**src/rtl/rotate_translate_perspective_core_defines.svh**
```systemverilog
// Assertion macros shared by the core.
`ifndef ROTATE_TRANSLATE_PERSPECTIVE_CORE_DEFINES_SVH
`define ROTATE_TRANSLATE_PERSPECTIVE_CORE_DEFINES_SVH

// Concurrent property checked on every rising clock edge outside reset.
`define RTP_ASSERT(lbl, clk, rstn, prop, msg) \
  lbl: assert property (@(posedge clk) disable iff (!rstn) (prop)) else $error(msg);

// Next-cycle implication checked outside reset.
`define RTP_ASSERT_NEXT(lbl, clk, rstn, ante, cons, msg) \
  lbl: assert property (@(posedge clk) disable iff (!rstn) (ante) |=> (cons)) else $error(msg);

`endif

```
**src/rtl/rtp_pkg.sv**
```systemverilog
package rtp_pkg;

  localparam int unsigned RecipDepth = 257;

  // Register indexes of the configuration port.
  typedef enum logic [2:0] {
    REG_ROW0  = 3'd0,
    REG_ROW1  = 3'd1,
    REG_ROW2  = 3'd2,
    REG_TXY   = 3'd3,
    REG_TZ    = 3'd4,
    REG_PROJ  = 3'd5,
    REG_DCUE  = 3'd6,
    REG_NONE  = 3'd7
  } reg_idx_e;

  localparam logic [16:0] QuotMax = 17'h1FFFF;

  // Flag bit positions.
  localparam int unsigned FlIr1   = 6;
  localparam int unsigned FlIr2   = 7;
  localparam int unsigned FlIr3   = 8;
  localparam int unsigned FlSz    = 9;
  localparam int unsigned FlDiv   = 10;
  localparam int unsigned FlMac0P = 11;
  localparam int unsigned FlMac0N = 12;
  localparam int unsigned FlSx    = 13;
  localparam int unsigned FlSy    = 14;
  localparam int unsigned FlIr0   = 15;

  // Configuration bundle shared by the stages.
  typedef struct packed {
    logic [47:0] row0;
    logic [47:0] row1;
    logic [47:0] row2;
    logic [63:0] txy;
    logic [31:0] tz;
    logic [47:0] proj;
    logic [47:0] dcue;
  } cfg_t;

  // Reciprocal seed table, one byte per entry, entry 0 in the low bits.
  typedef logic [8*RecipDepth-1:0] recip_table_t;

  // Builds the seed table at elaboration; 0x40000 / (i + 0x100) is formed by
  // shift and subtract so that each entry is ((quotient + 1) / 2) - 0x101.
  function automatic recip_table_t gen_recip_table();
    recip_table_t tbl;
    logic [31:0]  den;
    logic [31:0]  rem;
    logic [31:0]  quo;
    logic [31:0]  seed;
    tbl = '0;
    for (int i = 0; i < int'(RecipDepth); i++) begin
      den = 32'(i) + 32'h100;
      rem = '0;
      quo = '0;
      for (int b = 18; b >= 0; b--) begin
        rem = {rem[30:0], (b == 18)};
        if (rem >= den) begin
          rem = rem - den;
          quo[b] = 1'b1;
        end
      end
      seed = ((quo + 32'd1) >> 1) - 32'h101;
      tbl[8*i +: 8] = seed[31] ? 8'd0 : seed[7:0];
    end
    return tbl;
  endfunction

  localparam recip_table_t RecipTable = gen_recip_table();

  // Reciprocal seed table entry.
  function automatic logic [7:0] recip_seed(input logic [8:0] idx);
    logic [8:0] i;
    i = (idx > 9'(RecipDepth - 1)) ? 9'(RecipDepth - 1) : idx;
    return RecipTable[8*i +: 8];
  endfunction

endpackage

```
**src/rtl/rtp_regs.sv**
```systemverilog
module rtp_regs (
  input  logic              clk_i,
  input  logic              rst_ni,
  input  logic              psel,
  input  logic              penable,
  input  logic              pwrite,
  input  logic [5:0]        paddr,
  input  logic [63:0]       pwdata,
  output logic [63:0]       prdata,
  output rtp_pkg::cfg_t     cfg_o
);
  import rtp_pkg::*;

  cfg_t       cfg_q;
  reg_idx_e   idx;
  logic       wr;

  assign wr = psel && penable && pwrite;

  // Decode the register index from the 8-byte slot.
  always_comb begin
    unique case (paddr[5:3])
      3'd0: idx = REG_ROW0;
      3'd1: idx = REG_ROW1;
      3'd2: idx = REG_ROW2;
      3'd3: idx = REG_TXY;
      3'd4: idx = REG_TZ;
      3'd5: idx = REG_PROJ;
      3'd6: idx = REG_DCUE;
      default: idx = REG_NONE;
    endcase
  end

  // Register writes.
  always_ff @(posedge clk_i or negedge rst_ni) begin
    if (!rst_ni) begin
      cfg_q.row0 <= 48'd4096;
      cfg_q.row1 <= 48'd268435456;
      cfg_q.row2 <= 48'd17592186044416;
      cfg_q.txy  <= '0;
      cfg_q.tz   <= '0;
      cfg_q.proj <= 48'd320;
      cfg_q.dcue <= '0;
    end else if (wr) begin
      unique case (idx)
        REG_ROW0: cfg_q.row0 <= pwdata[47:0];
        REG_ROW1: cfg_q.row1 <= pwdata[47:0];
        REG_ROW2: cfg_q.row2 <= pwdata[47:0];
        REG_TXY:  cfg_q.txy  <= pwdata;
        REG_TZ:   cfg_q.tz   <= pwdata[31:0];
        REG_PROJ: cfg_q.proj <= pwdata[47:0];
        REG_DCUE: cfg_q.dcue <= pwdata[47:0];
        default: ;
      endcase
    end
  end

  // Read back.
  always_comb begin
    unique case (idx)
      REG_ROW0: prdata = {16'd0, cfg_q.row0};
      REG_ROW1: prdata = {16'd0, cfg_q.row1};
      REG_ROW2: prdata = {16'd0, cfg_q.row2};
      REG_TXY:  prdata = cfg_q.txy;
      REG_TZ:   prdata = {32'd0, cfg_q.tz};
      REG_PROJ: prdata = {16'd0, cfg_q.proj};
      REG_DCUE: prdata = {16'd0, cfg_q.dcue};
      default:  prdata = '0;
    endcase
  end

  assign cfg_o = cfg_q;
endmodule

```
**config.mk**
```make
export PLATFORM = sky130hd
export DESIGN_NAME = rtp_regs
export DESIGN_NICKNAME = d
export VERILOG_FILES = /design/src/rtl/rotate_translate_perspective_core_defines.svh /design/src/rtl/rtp_pkg.sv /design/src/rtl/rtp_regs.sv
export SDC_FILE = /design/constraint.sdc
export NUM_CORES = 1
export LEC_CHECK = 0
export ABC_AREA = 1
export BUFFER_PORTS_ARGS = -buffer_cell sky130_fd_sc_hd__buf_4
export CORE_MARGIN = 5
export CORE_UTILIZATION = 50
export DETAILED_ROUTE_END_ITERATION = 8
export PLACE_DENSITY = 0.76
export SLEW_MARGIN = 0
export SYNTH_ARGS = -nofsm -noshare
export SYNTH_HDL_FRONTEND = slang
export SYNTH_SLANG_ARGS = --single-unit
export TNS_END_PERCENT = 10
```
**constraint.sdc**
```tcl
create_clock -name clk_i -period 2.4 [get_ports clk_i]
set_input_delay 0.48 -clock clk_i [delete_from_list [all_inputs] [get_ports clk_i]]
set_output_delay 0.48 -clock clk_i [all_outputs]
set_load 0.03 [all_outputs]
```
==> results.py <==
metrics = {
    "global_routing": {
        "grt_antenna_before_repair": 0,
        "number_of_global_route_vias_before_repair": 17330,
        "grt_use_total": 0.3411,
        "grt_pass1_wl_mm": 98.70,
        "grt_max_degree": 172,
        "grt_overflow": 0,
    },
    "setup_path": {
        "crit_arrival_ns": 1.72,
        "critPathLaunchType": "input pin",
        "worstReg2RegEnd": "cfg_o[300]",
        "worstSetupEndpoint": "prdata[12]",
        "timing.reg2reg.worst_path_depth": 2,
        "timing_worst_setup_path_type": "input pin to output pin",
        "critPathCaptureType": "output pin",
        "cp.required_ns": 1.92,
        "worst-path-max-fanout": 23,
        "setup.reg_to_reg.worst_slack_ns": 1.62,
        "startpoint": "paddr[4]",
        "timing.rr.start": "cfg_o[300]",
    },
    "detailed_routing": {
        "num_vias": 17410,
        "drt_first_pass_iters": 5,
        "wire_per_inst_um": 21.44,
        "antenna_violating_nets_post_route": 0,
        "detailedRoute.firstIterationViolations": 1692,
        "drc": 0,
        "routed_via_density": 5.797,
        "postRouteWirelength_mm": 64.41,
    },
    "place": {
        "place.port_buffers": 471,
        "finalWeightedCongestion": 0.9201,
        "post-dp-hpwl_mm": 42.05,
    },
    "sta": {
        "post-route-period-util": 0.9152,
        "report.final.hold_viol_count": 0,
        "hold_ws_ns": 0.1682,
        "final-setup-viol-count": 0,
        "timing_max_transition_violations_final": 0,
        "worstMarginPinSlew_ns": 1.137,
        "setup_total_negative_slack_ns": 0,
        "worst_clock_skew_ns": 0,
        "max_slew_margin": 0.2400,
        "rsz0062_at_grt": "false",
        "finalWorstPathRequiredPeriod_ns": 2.196,
        "max_freq_mhz": 455.3,
    },
    "hold_path": {
        "classification_of_the_worst_slack_hold_path": "input pin to flop",
    },
    "pwr": {
        "power.share.sequential": 0.375,
        "power_mw": 20.72,
        "comb_power_share": 0.330,
        "power.clock.fraction": 0.295,
        "power.density_cell_area_nw_per_um2": 948.7,
        "switching_pwr_mw": 7.996,
        "static-leakage-power_nw": 11.83,
        "power.switching_fraction": 0.3860,
        "cell_internal_pwr_mw": 12.72,
        "irDropWorstVdd_mv": 0.6231,
    },
    "clock_tree": {
        "cts_num_sinks": 336,
        "tritoncts.num_buffers": 37,
        "clockBufferDepth": 3,
        "cts.htree.levels": 2,
        "worst_skew_pair.late_latency_ns": 0.51,
        "clockRootBuffer": "sky130_fd_sc_hd__clkbuf_16",
        "ctsResizeCount": 0,
        "buffers_inserted_during_post_cts_setup_optimization": 0,
        "cts_tree": "yes",
        "path_clk_slew_ns": 0.06,
        "postCtsHoldBufs": 1,
    },
    "job": {
        "maxCapViolations": 0,
    },
    "layout": {
        "insertedDiodeCount": 0,
        "layout_commonest_cell": "sky130_fd_sc_hd__nand2_1",
        "design.final.nets": 2609,
        "syn2layout_area_growth_pct": 32.09,
        "final_layout_size_suffix_gt1_frac": 0.2373,
        "mostFrequentLayoutCells": "752 x sky130_fd_sc_hd__nand2_1, 495 x sky130_fd_sc_hd__buf_4, 331 x sky130_fd_sc_hd__dfrtp_1",
        "largest_register_ff_count": 336,
    },
    "logic_synthesis": {
        "seq_area_frac_synth": 0.5090,
        "synthesis.yosys.warnings": 0,
        "synth_cell_types": 24,
        "syn_nets": 2230,
        "syn-cell-area_um2": 16530,
        "yosys.area.top_type_share": 0.5011,
        "syn_inst": 2155,
        "synth_seq_cells": 336,
        "post_synth.cell_area_avg_um2": 7.671,
        "post-synth-top-area-cell": "sky130_fd_sc_hd__dfrtp_1",
        "synth.area.top_cells": "sky130_fd_sc_hd__dfrtp_1 50%, sky130_fd_sc_hd__nand2_1 17%, sky130_fd_sc_hd__o21ai_0 8.2%",
    },
    "die": {
        "die_y_um": 191.8,
        "placeable_core_area_um2": 32620,
        "initial_core_util": 0.5068,
        "die_x_um": 191.8,
        "floorplan_die_area_um2": 36800,
        "ios": 475,
        "fp-row-count": 66,
    },
    "outcome": {
        "outcome": "complete, no violations",
    },
}
cell type report:
class	count	area, µm²
Fill cell	2654	10780
Clock inverter	17	222.7
Multi-Input combinational cell	1520	6868
Tap cell	442	553.0
Clock buffer	50	1087
Inverter	117	449.2
Sequential cell	336	8414
Timing Repair Buffer	522	4242
Yosys cell counts, drive strengths merged:
master,n
nand2,755
o21ai,336
dfrtp,331
nand4,191
nor2,137
inv,117
buf,106
nand3,100
clkbuf,76
dfstp,5
a21oi,1
layer usage:
| metal | routed length [µm] | track usage | vias up |
|---|---|---|---|
| li1 | - | - | 7840 |
| met1 | 23460 | 0.4353 | 8240 |
| met2 | 30450 | 0.5551 | 1128 |
| met3 | 7124 | 0.07415 | 206 |
| met4 | 3374 | 0.1627 | 0 |
| met5 | 0 | 0 | - |
metrics by stage:
step / instances / utilization / instance area [µm²] / setup WS (ns)
after floorplan: 2155 / - / 16530 / 0.3790
final: 3004 / 0.6694 / 21840 / 0.2035
after global routing: 3004 / 0.6694 / 21840 / 0.1322
after CTS: 3004 / 0.6694 / 21840 / 0.2080
after global placement: 2936 / 0.6290 / 20520 / 0.1191
after detailed placement: 2936 / 0.6290 / 20520 / 0.03722
power by group through the flow:
stage | sequential [mW] | clock (mW) | combinational (mW)
CTS | 7.74 | 6.15 | 6.87
global route | 7.89 | 6.40 | 7.26
floorplan | 9.68 | 0 | 1.72
detailed placement | 7.82 | 0 | 6.85
finish | 7.77 | 6.12 | 6.84
global placement | 7.78 | 0 | 6.74
logic make-up (layout without fill, tap and decap cells):
group           after synthesis  in the layout  share of synthesized area
simple gates               1183           1183                     0.3098
compound gates              337            337                     0.1020
flops                       336            336                     0.5090
buf+inv                     299            706                    0.07917
worst min-delay path by stage:
stage,slack [ns],depth (start not counted),startpoint,endpoint
global route,0.17,3,pwdata[48],cfg_o[176]
CTS,0.16,3,pwdata[51],cfg_o[179]
finish,0.17,3,pwdata[63],cfg_o[191]
floorplan,0.18,0,rst_ni,cfg_o[0]
detailed placement,0.49,1,rst_ni,cfg_o[115]
global placement,0.47,2,cfg_o[54],cfg_o[54]
worst max-delay path, stage by stage:
cell,delay (ns)
sky130_fd_sc_hd__buf_4,0.18
sky130_fd_sc_hd__inv_6,0.24
sky130_fd_sc_hd__nand3_4,0.12
sky130_fd_sc_hd__buf_12,0.19
sky130_fd_sc_hd__nor2_1,0.13
sky130_fd_sc_hd__nor2_1,0.07
sky130_fd_sc_hd__nand2_1,0.11
sky130_fd_sc_hd__buf_4,0.18
No activity file was read; power rests on OpenSTA's default activity.
